## config.mk

```make
export PLATFORM = sky130hd
export DESIGN_NAME = chkv_fifo
export DESIGN_NICKNAME = d
export VERILOG_FILES = /design/src/hdl/chained_hash_key_value_table_defines.svh /design/src/hdl/chkv_fifo.sv
export SDC_FILE = /design/constraint.sdc
export NUM_CORES = 1
export LEC_CHECK = 0
export BUFFER_PORTS_ARGS = -buffer_cell sky130_fd_sc_hd__buf_2
export CAP_MARGIN = 10
export CORE_UTILIZATION = 45
export DETAILED_ROUTE_END_ITERATION = 8
export GPL_TIMING_DRIVEN = 0
export PLACE_DENSITY_LB_ADDON = 0.08
export SYNTH_ARGS = -nofsm -noshare
export SYNTH_HDL_FRONTEND = slang
export SYNTH_SLANG_ARGS = --single-unit
```

## constraint.sdc

```tcl
create_clock -name aclk -period 1.41 [get_ports aclk]
set_clock_uncertainty 0.2 [all_clocks]
set_input_delay 0.0705 -clock aclk [delete_from_list [all_inputs] [get_ports aclk]]
set_output_delay 0.0705 -clock aclk [all_outputs]
set_load 0.02 [all_outputs]
```

## src/hdl/chained_hash_key_value_table_defines.svh

```systemverilog
// ----------------------------------------------------------------------------
// Chained hash key-value table assertion macros
// Assertion helpers that compile away when SYNTHESIS is defined.
// ----------------------------------------------------------------------------
`ifndef CHAINED_HASH_KEY_VALUE_TABLE_DEFINES_SVH
`define CHAINED_HASH_KEY_VALUE_TABLE_DEFINES_SVH
`ifndef SYNTHESIS
`define CHKV_ASSERT_IMP(lbl, clk, rstn, a, c) \
    lbl: assert property (@(posedge clk) disable iff (!(rstn)) (a) |-> (c)) \
        else $error("assertion failed");
`define CHKV_ASSERT_NXT(lbl, clk, rstn, a, c) \
    lbl: assert property (@(posedge clk) disable iff (!(rstn)) (a) |=> (c)) \
        else $error("assertion failed");
`else
`define CHKV_ASSERT_IMP(lbl, clk, rstn, a, c)
`define CHKV_ASSERT_NXT(lbl, clk, rstn, a, c)
`endif
`endif

```

## src/hdl/chkv_fifo.sv

```systemverilog
// ----------------------------------------------------------------------------
// Two-entry queue
// Holds classified items between the front end and the back end.
// ----------------------------------------------------------------------------
`timescale 1ns / 1ps
module chkv_fifo #(
    parameter int WIDTH = 8
) (
    input  logic             aclk,
    input  logic             aresetn,
    input  logic             push,
    input  logic [WIDTH-1:0] wdata,
    input  logic             pop,
    output logic [WIDTH-1:0] rdata,
    output logic             full,
    output logic             empty
);
    logic [WIDTH-1:0] mem_reg [2];
    logic             wp_reg, rp_reg;
    logic [1:0]       cnt_reg;

    assign full  = (cnt_reg == 2'd2);
    assign empty = (cnt_reg == 2'd0);
    assign rdata = mem_reg[rp_reg];

    always_ff @(posedge aclk) begin
        if (!aresetn) begin
            wp_reg  <= 1'b0;
            rp_reg  <= 1'b0;
            cnt_reg <= 2'd0;
        end else begin
            if (push) begin
                wp_reg <= !wp_reg;
            end
            if (pop) begin
                rp_reg <= !rp_reg;
            end
            if (push && !pop) begin
                cnt_reg <= cnt_reg + 2'd1;
            end else if (pop && !push) begin
                cnt_reg <= cnt_reg - 2'd1;
            end
        end
    end

    always_ff @(posedge aclk) begin
        if (push) begin
            mem_reg[wp_reg] <= wdata;
        end
    end
endmodule

```

After elaboration in Yosys (flattened, before gate mapping)

Memories as Yosys holds them, arrays and structs flattened. A register that Yosys moved wholly into a read port is not among the register bits.
Cells that the tools add are included.

Equality and inequality tests: 1
Add/sub/neg operators: 2
Reduce and logical (&&, ||, !) cells: 8
Multiplexer cells: 6

Operators with widths:

| operator                                                            | number |
|---|---|
| 1-bit logical NOT                                                   | 4 |
| 1-bit 2-to-1 mux                                                    | 4 |
| 2-bit 2-to-1 mux                                                    | 2 |
| 2-bit by 1-bit adder with 2-bit output (second input constant)      | 1 |
| 2-bit equality test (second input constant)                         | 1 |
| 1-bit logical AND                                                   | 2 |
| 2-bit logical NOT                                                   | 1 |
| 2-bit nonzero test                                                  | 1 |
| 2-bit by 1-bit subtractor with 2-bit output (second input constant) | 1 |

Word-level logic and storage cells: 21
Register bits: 4
Memory bits (writable): 16
Memories: 1
Bits of input ports: 12

Memories:

| name    | words | bits a word | read ports | clocked after memory_dff | wr ports | line            | source |
|---|---|---|---|---|---|---|---|
| mem_reg | 2     | 8           | 1          | 1                        | 1        | chkv_fifo.sv:18 | `logic [WIDTH-1:0] mem_reg [2];` |

Longest topological paths before layout

Word-level depth: 4
Mapped depth: 5
Depth with buffers taken out: 5

Least setup slack after synthesis

OpenSTA, ideal clock, no wires.

Path type: register to register
Start: reg wp_reg
End: mem mem_reg[0][0] (enable)
Path slack: 106 ps
Data arrival time: 730 ps
Data required time: 835 ps
Clock period less this slack: 1304 ps
Setup time: 375 ps
Cell stages (with the launch flop): 2
Buffers on the path: 0
Cells stage by stage: dfxtp_1 > nor2b_1

RTL lines:

| element                  | line            | source |
|---|---|---|
| start: declaration       | chkv_fifo.sv:19 | `logic wp_reg, rp_reg;` |
| start signal: assignment | chkv_fifo.sv:33 | `wp_reg <= !wp_reg;` |
| end: declaration         | chkv_fifo.sv:18 |  |

Straight into the memory's write port.

==> out/metrics.yaml <==
timing:
  slew_violations: 0
  finalSetupViolations: 8
  worst_pin_slew_ps: 462
  fin_tns_setup_ps: -623
  fin_crit_sh: 1.06
  holdWs_ps: 76.8
  rsz0062_at_grt: "true"
  max_freq_mhz: 670
  hold_viol: 0
  post-route-min-period_ps: 1490
  finalWorstSetupSlack_ps: -81.9
  worst_slew_margin_rel: 0.691
logic_synthesis:
  syn_inst: 47
  yosysUniqueCellTypes: 16
  postSynthAreaPerCell_um2: 16.9
  synth_area_leader_cell: "edfxtp_1"
  synth_top_area_frac: 0.605
  syn_area_um2: 795
  ys_ff_latch: 21
  ys_seq_area_frac: 0.731
  syn_nets: 60
  synthTopCellsByArea: "edfxtp_1 60%, dfxtp_1 13%, mux2_2 11%, and2_1 3.1%, xor2_1 2.2%"
  yosys_warnings: 0
clock_network:
  cts.sinks: 21
  worst_skew_pair.late_latency_ps: 290
  path_clk_slew_ps: 110
  root_buffer: "clkbuf_4"
  cts_setup_buffers: 0
  ctsLongestPathBuffers: 2
  cts_tree: "built"
  cts.htree.levels: 1
  cts-buffers-inserted: 3
place:
  post-place-ws_ps: -91.6
  hpwl_um: 756
  place_congestion: 0.627
  port_buffers: 21
  place_area_um2: 920
drt:
  dr_total_vias: 477
  drc: 1
  via_per_inst: 4.82
  wl_per_cell_um: 13.4
  final_antenna_net_count: 0
  drt_iter0_drc: 8
  first_pass_iters: 5
  wl_um: 1330
floorplanning:
  dieHeight_um: 44.0
  dieArea_mm2: 0.00194
  initial_core_util: 0.504
  coreArea_mm2: 0.00158
  die_w_um: 44.0
  placementRows: 14
  ios: 22
power:
  powerDensity_mw_per_mm2: 1110
  p_leak_nw: 0.479
  peakVddDrop_mv: 0.970
  p_total_mw: 1.28
setup_path:
  crit-reg2reg-launch: "wp_reg"
  r2r_end: "mem_reg[0][0]"
  r2r_cells: 1
  cp-start-kind: "register"
  critPathKind: "register to output pin"
  cp_max_fo: 8
  ff2ff_setup_slack_ps: 140
  critPathArrivalTime_ps: 1220
  crit_required_ps: 1140
  endpoint_kind: "output pin"
hold_path:
  hold_depth: 4
  hp-start: "push"
  whs_endpoint: "cnt_reg[1]"
  hold_class: "input port to register"
layout:
  design_area_mm2: 0.00115
  n_fill_cell: 109
  largest_reg_flops: 16
  n_antenna_cell: 0
  multi_input_area_um2: 238
  area_growth_pct: 44.7
  drive_gt1_frac: 0.434
  nNetsFinal: 97
  register_area_um2: 582
global_routing:
  grt-ovfl-total: 0
  grt_pass1_wl_um: 2070
  grt_pass1_vias: 487
  antenna_found_initial: 0
  grt_max_degree: 12
  grtUsageTotal: 0.152
status:
  status: "complete, but fails checks"
  violations: "DRC, setup timing"
job:
  cap_viol_max_count: 0
[placed cells by master, fill, tap and decap left out]
master	instances
nor2_1	1
inv_1	1
dlygate4sd3_1	11
mux2_4	8
buf_2	13
and2b_2	1
xnor2_1	1
or3_1	1
and2_1	4
edfxtp_1	16
xor2_1	2
dfxtp_2	1
nor2b_1	1
a21boi_1	1
o21ai_0	1
clkbuf_1	1
dfxtp_1	4
o21a_1	1
buf_8	1
ha_1	1
buf_6	8
nor2b_2	1
clkbuf_4	3
[metrics by stage]
step / cells / util
finish: 99 / 0.729
global route: 99 / 0.729
CTS: 99 / 0.729
detailed placement: 84 / 0.583
global placement: 84 / 0.583
floorplan: 47 / -
[routing by layer]
layer | wire [um] | part of all wire | track usage | up-vias
met2 | 737 | 0.56 | 0.285 | 12
met1 | 546 | 0.41 | 0.180 | 223
met5 | 0 | 0 | 0 | -
li1 | - | - | - | 242
met3 | 43 | 0.032 | 0.0367 | 0
met4 | 0 | 0 | 0.0182 | 0
[report_power, final]
part           leakage (nW)  total [mW]  switching [mW]  internal (mW)
Clock                0.0150       0.275           0.166          0.110
Sequential            0.192       0.727          0.0182          0.709
Combinational         0.272       0.275           0.121          0.155
[kinds of logic after synthesis]
kind of cell,Yosys count,synth area share
AOI/OAI and AO/OA,3,0.0252
xor gates and xnor gates,3,0.0331
buffers and inverters,2,0.0110
and+or+nand+nor,9,0.0709
adders and majority gates,1,0.0157
DFF,21,0.731
muxes,8,0.113
[layout make-up]
cell class	instances	share of cell area
well taps	16	0.0174
multi-input cells	24	0.207
repair buffers	32	0.231
inverters	1	0.00326
flip-flops and latches	21	0.506
clock buffers	4	0.0229
plain buffers	1	0.0131
[synthesized netlist by cell type]
library cell  number
dfxtp_1            5
nor2_1             1
o21a_1             1
mux2_2             8
buf_2              1
nor2b_1            2
o21ai_0            1
or3_1              1
and2_1             4
xor2_1             2
edfxtp_1          16
a21boi_1           1
inv_1              1
and2b_2            1
ha_1               1
xnor2_1            1
[worst max-delay path by stage]
stage	endpoint	cells after the start	startpoint
CTS	rdata[4]	3	register
global route	rdata[3]	3	register
global placement	mem_reg[0][0]	1	wp_reg
detailed placement	mem_reg[0][1]	1	wp_reg
floorplan	mem_reg[0][0]	1	wp_reg
finish	rdata[4]	3	register
[timing repair]
item	4_1_cts	5_1_grt
pin swaps	0	0
gates resized for setup	29	0
hold endpoints to repair	21	0
endpoints found under the setup margin	17	8
gates cloned	0	0
hold buffers	11	0
[worst max-delay path: stages (launching register included)]
cell     delay (ps)
dfxtp_2         350
buf_8           140
mux2_4          310
buf_6           130
(Power assumes the default switching activity.)
