<file path="src/hdl/chained_hash_key_value_table_defines.svh">
// ----------------------------------------------------------------------------
// Chained hash key-value table assertion macros
// Assertion helpers that compile away when SYNTHESIS is defined.
// ----------------------------------------------------------------------------
`ifndef CHAINED_HASH_KEY_VALUE_TABLE_DEFINES_SVH
`define CHAINED_HASH_KEY_VALUE_TABLE_DEFINES_SVH
`ifndef SYNTHESIS
`define CHKV_ASSERT_IMP(lbl, clk, rstn, a, c) \
    lbl: assert property (@(posedge clk) disable iff (!(rstn)) (a) |-> (c)) \
        else $error("assertion failed");
`define CHKV_ASSERT_NXT(lbl, clk, rstn, a, c) \
    lbl: assert property (@(posedge clk) disable iff (!(rstn)) (a) |=> (c)) \
        else $error("assertion failed");
`else
`define CHKV_ASSERT_IMP(lbl, clk, rstn, a, c)
`define CHKV_ASSERT_NXT(lbl, clk, rstn, a, c)
`endif
`endif

</file>
<file path="src/hdl/chkv_pkg.sv">
// ----------------------------------------------------------------------------
// Chained hash key-value table package
// Operation and status codes, item classes and the queued item type.
// ----------------------------------------------------------------------------
`timescale 1ns / 1ps
package chkv_pkg;
    localparam logic [1:0] OP_ADD  = 2'd0;
    localparam logic [1:0] OP_FIND = 2'd1;
    localparam logic [1:0] OP_DEL  = 2'd2;
    localparam logic [1:0] OP_NOP  = 2'd3;

    localparam logic [1:0] ST_OK      = 2'd0;
    localparam logic [1:0] ST_FULL    = 2'd1;
    localparam logic [1:0] ST_MISSING = 2'd2;
    localparam logic [1:0] ST_NULLKEY = 2'd3;

    typedef enum logic [1:0] {
        K_ADD  = 2'd0,
        K_LOOK = 2'd1,
        K_NULL = 2'd2,
        K_NOP  = 2'd3
    } kind_t;

    typedef struct packed {
        logic [1:0]  op;
        kind_t       kind;
        logic [63:0] key;
        logic [63:0] value;
    } item_t;
endpackage

</file>
<file path="src/hdl/chkv_front.sv">
// ----------------------------------------------------------------------------
// Chained hash key-value table front end
// Accepts items, classifies them and reduces the key to its bucket.
// ----------------------------------------------------------------------------
`timescale 1ns / 1ps
module chkv_front #(
    parameter int BUCKETS = 1024
) (
    input  logic                 aclk,
    input  logic                 aresetn,
    input  logic                 enable,
    input  logic                 s_tvalid,
    output logic                 s_tready,
    // op[1:0], key[65:2], value[129:66]
    input  logic [135:0]         s_tdata,
    output logic                 push,
    output chkv_pkg::item_t      push_item,
    output logic [(BUCKETS > 1 ? $clog2(BUCKETS) : 1)-1:0] push_bucket,
    input  logic                 q_full
);
    import chkv_pkg::*;

    localparam int BW = (BUCKETS > 1) ? $clog2(BUCKETS) : 1;
    localparam logic [BW:0] BMOD = (BW+1)'(BUCKETS);

    item_t       item_reg;
    logic [63:0] sh_reg;
    logic [BW:0] r_reg, r_next;
    logic [2:0]  cnt_reg;
    logic        busy_reg, done_reg;
    logic [1:0]  in_op;
    logic [63:0] in_key;

    assign in_op  = s_tdata[1:0];
    assign in_key = s_tdata[65:2];
    assign s_tready = enable && !busy_reg;
    assign push = done_reg && !q_full;
    assign push_item = item_reg;
    assign push_bucket = r_reg[BW-1:0];

    always_comb begin
        logic [BW:0] r;
        r = r_reg;
        for (int i = 0; i < 8; i++) begin
            r = {r[BW-1:0], sh_reg[63-i]};
            if (r >= BMOD) begin
                r = r - BMOD;
            end
        end
        r_next = r;
    end

    always_ff @(posedge aclk) begin
        if (!aresetn) begin
            busy_reg <= 1'b0;
            done_reg <= 1'b0;
            cnt_reg  <= '0;
        end else if (s_tvalid && s_tready) begin
            busy_reg <= 1'b1;
            done_reg <= 1'b0;
            cnt_reg  <= '0;
        end else if (busy_reg && !done_reg) begin
            cnt_reg <= cnt_reg + 3'd1;
            if (cnt_reg == 3'd7) begin
                done_reg <= 1'b1;
            end
        end else if (push) begin
            busy_reg <= 1'b0;
            done_reg <= 1'b0;
        end
    end

    always_ff @(posedge aclk) begin
        if (s_tvalid && s_tready) begin
            item_reg.op    <= in_op;
            item_reg.key   <= in_key;
            item_reg.value <= s_tdata[129:66];
            if (in_op == OP_NOP) begin
                item_reg.kind <= K_NOP;
            end else if (in_key == 64'd0) begin
                item_reg.kind <= K_NULL;
            end else if (in_op == OP_ADD) begin
                item_reg.kind <= K_ADD;
            end else begin
                item_reg.kind <= K_LOOK;
            end
            sh_reg <= in_key;
            r_reg  <= '0;
        end else if (busy_reg && !done_reg) begin
            sh_reg <= {sh_reg[55:0], 8'd0};
            r_reg  <= r_next;
        end
    end
endmodule

</file>
<file path="config.mk">
export PLATFORM = sky130hd
export DESIGN_NAME = chkv_front
export DESIGN_NICKNAME = d
export VERILOG_FILES = /design/src/hdl/chained_hash_key_value_table_defines.svh /design/src/hdl/chkv_pkg.sv /design/src/hdl/chkv_front.sv
export SDC_FILE = /design/constraint.sdc
export NUM_CORES = 1
export LEC_CHECK = 0
export BUFFER_PORTS_ARGS = -buffer_cell sky130_fd_sc_hd__buf_2
export CAP_MARGIN = 5
export CORE_ASPECT_RATIO = 0.8
export CORE_UTILIZATION = 30
export CTS_BUF_LIST = sky130_fd_sc_hd__clkbuf_8
export CTS_CLUSTER_DIAMETER = 150
export DETAILED_ROUTE_END_ITERATION = 16
export HOLD_SLACK_MARGIN = 0.12
export SKIP_LAST_GASP = 1
export SYNTH_ARGS = -nofsm -noshare
export SYNTH_HDL_FRONTEND = slang
export SYNTH_SLANG_ARGS = --single-unit
</file>
<file path="constraint.sdc">
create_clock -name aclk -period 2.89 [get_ports aclk]
set_input_delay 0.1445 -clock aclk [delete_from_list [all_inputs] [get_ports aclk]]
set_output_delay 0.1445 -clock aclk [all_outputs]
set_load 0.1 [all_outputs]
</file>
=== Word-level counts from Yosys, hierarchy flattened ===
Index checks and enable logic that the tools add are counted.
Widths: inputs -> output; s select.

* Divide/modulo/power cells: 0
* Magnitude comparators: 8
* Multiply operators: 0
* Eq/ne operators: 4
* Reductions and logical operators: 16
* Bitwise gates (word level): 1
* Shift-type cells: 0
* Add/sub/neg operators: 9
* Multiplexer cells: 17

{| class="wikitable"
|+ Operator list
! operator !! number
|-
| $mux 64 || 2
|-
| $ge 11x11->1 const B || 8
|-
| $mux 10 || 8
|-
| $sub 10x1->10 const B || 8
|-
| $logic_not 64->1 || 1
|-
| $mux 1 || 7
|-
| $reduce_bool 2->1 || 3
|-
| $logic_and 1x1->1 || 4
|-
| $reduce_and 2->1 || 2
|-
| $reduce_or 2->1 || 2
|-
| $add 3x1->3 const B || 1
|-
| $eq 3x3->1 const B || 1
|-
| $logic_not 1->1 || 3
|-
| $eq 2x2->1 const B || 1
|-
| $logic_not 2->1 || 1
|-
| $ne 2x1->1 const B || 1
|-
| $ne 2x2->1 const B || 1
|-
| $not 1->1 || 1
|}

* Latch bits: 0
* Bits in read-only memories: 0
* Input port bits: 141
* RAM bits: 0
* Register bits after elaboration: 211
* Output and inout port bits: 144
* Memories kept: 0

=== Logic depth before layout (Yosys ltp) ===
* Depth in word-level cells: 16
* Depth in mapped cells: 8
* Mapped depth without buffers: 5

=== Least setup slack after synthesis ===
No wires, ideal clock.

* Kind: reg2reg
* From: register busy_reg
* To: register item_reg, in the netlist push_item[0] (enable)
* Path slack: -1212 ps
* Cell stages (with the launch flop): 7
* Buffers on the path: 3
* Library setup time: 435 ps
* Data arrival time: 3667 ps
* Cells stage by stage: dfxtp_1 > nor2b_1 > clkbuf_1 > nand2_1 > inv_2 > buf_2 > buf_2

* Cells in the longest elaborated chain, start to end: 3

{| class="wikitable"
|+ RTL lines
! element !! line !! RTL
|-
| start: declaration || chkv_front.sv:30 || <nowiki>logic busy_reg, done_reg;</nowiki>
|-
| start signal: assignment || chkv_front.sv:55 || <nowiki>busy_reg <= 1'b0;</nowiki>
|-
| start signal: assignment || chkv_front.sv:59 || <nowiki>busy_reg <= 1'b1;</nowiki>
|-
| start signal: assignment || chkv_front.sv:68 || <nowiki>busy_reg <= 1'b0;</nowiki>
|-
| $logic_not 1->1 || chkv_front.sv:36 || <nowiki>assign s_tready = enable && !busy_reg;</nowiki>
|-
| $logic_and 1x1->1 || chkv_front.sv:36 ||
|-
| via s_tready || chkv_front.sv:13 || <nowiki>output logic s_tready,</nowiki>
|-
| $logic_and 1x1->1 || chkv_front.sv:74 || <nowiki>if (s_tvalid && s_tready) begin</nowiki>
|-
| end: declaration || chkv_front.sv:26 || <nowiki>item_t item_reg;</nowiki>
|}

The timed path passes the listed nets, and every way through them passes these cells.
A chain may end at the register's enable or synchronous reset.

=== Final worst setup path ===
* From: register busy_reg
* To: register busy_reg

* Cells in the longest elaborated chain, start to end: 5
* Elaborated cells on any way between the ends: 8
* Those cells by class: eq/ne: 1; mux: 1; reduce/logical: 6

{| class="wikitable"
|+ RTL lines
! element !! line !! RTL
|-
| $logic_not 1->1 || chkv_front.sv:36 ||
|-
| $logic_and 1x1->1 || chkv_front.sv:36 ||
|-
| $logic_and 1x1->1 || chkv_front.sv:58 || <nowiki>end else if (s_tvalid && s_tready) begin</nowiki>
|-
| $ne 2x2->1 (no source line) / $reduce_bool 2->1 (equally long branches) || -- ||
|-
| $reduce_and 2->1 (no source line) || -- ||
|}

Several ways; a longest one is shown, not always the timed one.

==> impl_metrics.json <==
{
  "outcome": "completed",
  "synth_seq_cells": 211,
  "post-route-util_pct": 47.1,
  "fmax_mhz": 431,
  "grt_overflow_total": 0,
  "crit_required_ps": 3340,
  "p_clk_share_pct": 32.2,
  "num_io_pins": 285,
  "reg2reg_depth": 6,
  "seq_power_share_pct": 49.3,
  "track_usage_pct": 15.7,
  "die_w_um": 177,
  "die_y_um": 142,
  "insertion_delay_ps": 520,
  "min_path_cells": 2,
  "power_density_mw_per_mm2": 660,
  "dieArea_mm2": 0.0252,
  "r2r-end": "busy_reg$_SDFFE_PN0P_",
  "hold_path_class": "in2reg",
  "setup-tns-final_ps": 0,
  "largest_reg_flops": 132,
  "syn_nets": 624,
  "clockRootBuffer": "clkbuf_8",
  "p_int_uw": 5140,
  "drv_cap": 0,
  "cp.arrival_ps": 2770,
  "clkTransAtPathRegs_ps": 60,
  "drive_gt1_share_pct": 35.9,
  "max_slew.worst_pin.slew_ps": 944,
  "grt_max_degree": 65,
  "crit_slowest_cell": "dlygate4sd3_1",
  "combPwrFrac_pct": 18.5,
  "path_max_fanout": 64,
  "antenna_found_initial": 0,
  "endpoint_kind": "flop",
  "path_class": "reg2reg",
  "hold_violations": 0,
  "finClkSkew_ps": 23.0,
  "core_region_area_mm2": 0.0237,
  "grt_pass1_wl_um": 29700,
  "syn_area_mm2": 0.00736,
  "crit_path_cell_trace": "nor2b_1, nand2_2, inv_8, buf_4, o21a_1, dlygate4sd3_1",
  "rsz0062_at_grt": "false",
  "cts_buffer_depth": 3,
  "holdWs_ps": 335,
  "dpl.cell_count": 1067,
  "drt_wl_total_um": 20000,
  "fillers": 2128,
  "grt_pass1_vias": 5628,
  "first_pass_iters": 4,
  "regToRegSetupSlack_ps": 570,
  "h-tree-depth": 2,
  "place_hpwl_um": 12900,
  "vias": 5390,
  "rows": 50,
  "multi_input_area_mm2": 0.00110,
  "ys_warn_count": 0,
  "port_buffers": 278,
  "synth_area_leaders": "edfxtp_1 (80%), nand2_1 (10%), dfxtp_1 (4.1%), nor4_1 (1.3%), a21oi_1 (0.88%)",
  "regArea_mm2": 0.00619,
  "fin_nets": 1070,
  "hold_end": "push_item[42]$_DFFE_PP_",
  "viasPerCell": 4.27,
  "num_antenna_cells": 0,
  "netSwitchingPower_uw": 2230,
  "startpoint_type": "flop",
  "ant_nets": 0,
  "area_growth_pct": 51.9,
  "routedWlPerCell_um": 15.9,
  "min-delay-start": "s_tdata[108]",
  "drc": 0,
  "fin_crit_sh_pct": 80.3,
  "synth.avg_cell_area_um2": 15.3,
  "ir_worst_vdd_mv": 0.321,
  "relSlewSlack_pct": 36.9,
  "crit-reg2reg-launch": "busy_reg$_SDFFE_PN0P_",
  "yosys.area.top_type": "edfxtp_1",
  "max_stage_delay_ps": 540,
  "setup_viol": 0,
  "ys_seq_area_share_pct": 84.1,
  "initial_core_util_pct": 31.0,
  "ys_types": 22,
  "switching_share_pct": 30.3,
  "p_leak_uw": 0.00473,
  "gp_congestion": 0.723,
  "cts_buffers": 36,
  "drv_slew": 0,
  "syn_inst": 481,
  "period_needed_ps": 2320,
  "cts_tree": "yes",
  "cts_sinks": 211,
  "fin_cells": 1261,
  "drt_iter0_markers": 268,
  "cts_resized": 0,
  "synth_top_cell_area_share_pct": 80.0
}
[layout by cell type, fill, tap and decap left out]
cell,count
a21oi_1,13
and3_1,8
buf_12,2
buf_2,278
buf_4,12
clkbuf_8,39
clkinv_1,7
clkinv_2,2
clkinvlp_4,1
dfxtp_1,15
dlygate4sd3_1,134
edfxtp_1,196
ha_1,2
inv_1,10
inv_6,1
inv_8,1
maj3_2,1
nand2_1,195
nand2_2,1
nand2_4,1
nand2b_1,1
nand4_1,4
nor2_1,1
nor2b_1,4
nor3_1,1
nor4_1,15
nor4_2,1
o21a_1,1
or4_4,1
xnor2_1,1
[Yosys cell counts, drive strengths merged]
master  number
nand4        4
a21oi       13
nand2b       1
edfxtp     196
or4          1
dfxtp       15
buf          7
nand2      197
inv          1
nor3         1
maj3         1
xnor2        1
nor2         1
and3         8
ha           2
clkbuf      11
nor2b        4
o21a         1
nor4        16
[cells by family after synthesis]
kind of cell / Yosys count / synth area share, %
xor+xnor: 1 / 0.119
buf+inv: 19 / 1.14
flops: 211 / 84.1
compound gates: 14 / 0.986
simple gates: 233 / 13.2
fa+ha+maj: 3 / 0.493
[what timing repair did]
item                                   4_1_cts  5_1_grt
buffers inserted                             0        0
endpoints found under the hold margin      201        0
hold buffers                               134        0
[stage by stage]
stage	cell area [µm²]	power, µW	setup WS, ps
finish	11200	7380	569
floorplan	7370	4620	70.0
CTS	11200	7470	567
detailed placement	9210	4920	790
global placement	9210	4910	785
global route	11200	7690	412
[worst max path at each step]
stage / cells past startpoint / startpoint / to / slack [ps]
2_1_floorplan: 6 / busy_reg$_SDFFE_PN0P_ / push_item[0]$_DFFE_PP_ / 70
3_3_place_gp: 5 / s_tdata[16] / push_item[128]$_SDFFCE_PP1P_ / 790
3_5_place_dp: 5 / s_tdata[29] / push_item[128]$_SDFFCE_PP1P_ / 790
4_1_cts: 6 / busy_reg$_SDFFE_PN0P_ / busy_reg$_SDFFE_PN0P_ / 570
5_1_grt: 6 / busy_reg$_SDFFE_PN0P_ / busy_reg$_SDFFE_PN0P_ / 410
6_report: 6 / busy_reg$_SDFFE_PN0P_ / busy_reg$_SDFFE_PN0P_ / 570
[per-layer routing]
metal	routed length [µm]	vias to the layer above	GRT usage (%)
li1	-	2618	-
met1	8370	2488	19.1
met2	9590	236	26.7
met3	1600	48	4.17
met4	471	0	5.40
met5	0	-	0
[worst max-delay path, delay by kind of cell (launching register included)]
family	cells	cell delay [ps]
flops	1	340
simple gates	2	510
buf+inv	3	1250
compound gates	1	160
[power groups by stage]
stage                     Combinational (µW)  Clock (µW)  Sequential, µW
after floorplan                          238           0            4380
after global placement                  1220           0            3690
after detailed placement                1230           0            3700
after CTS                               1370        2470            3640
after global routing                    1440        2600            3650
final                                   1360        2380            3630
[area by class of cell]
class                   instances  area share [%]
flip-flops and latches        211            55.3
repair buffers                426            25.6
multi-input cells             251            9.84
clock buffers                  39            4.80
well taps                     312            3.49
clock inverters                21           0.806
inverters                       1           0.101
No activity file was read; power rests on OpenSTA's default activity.
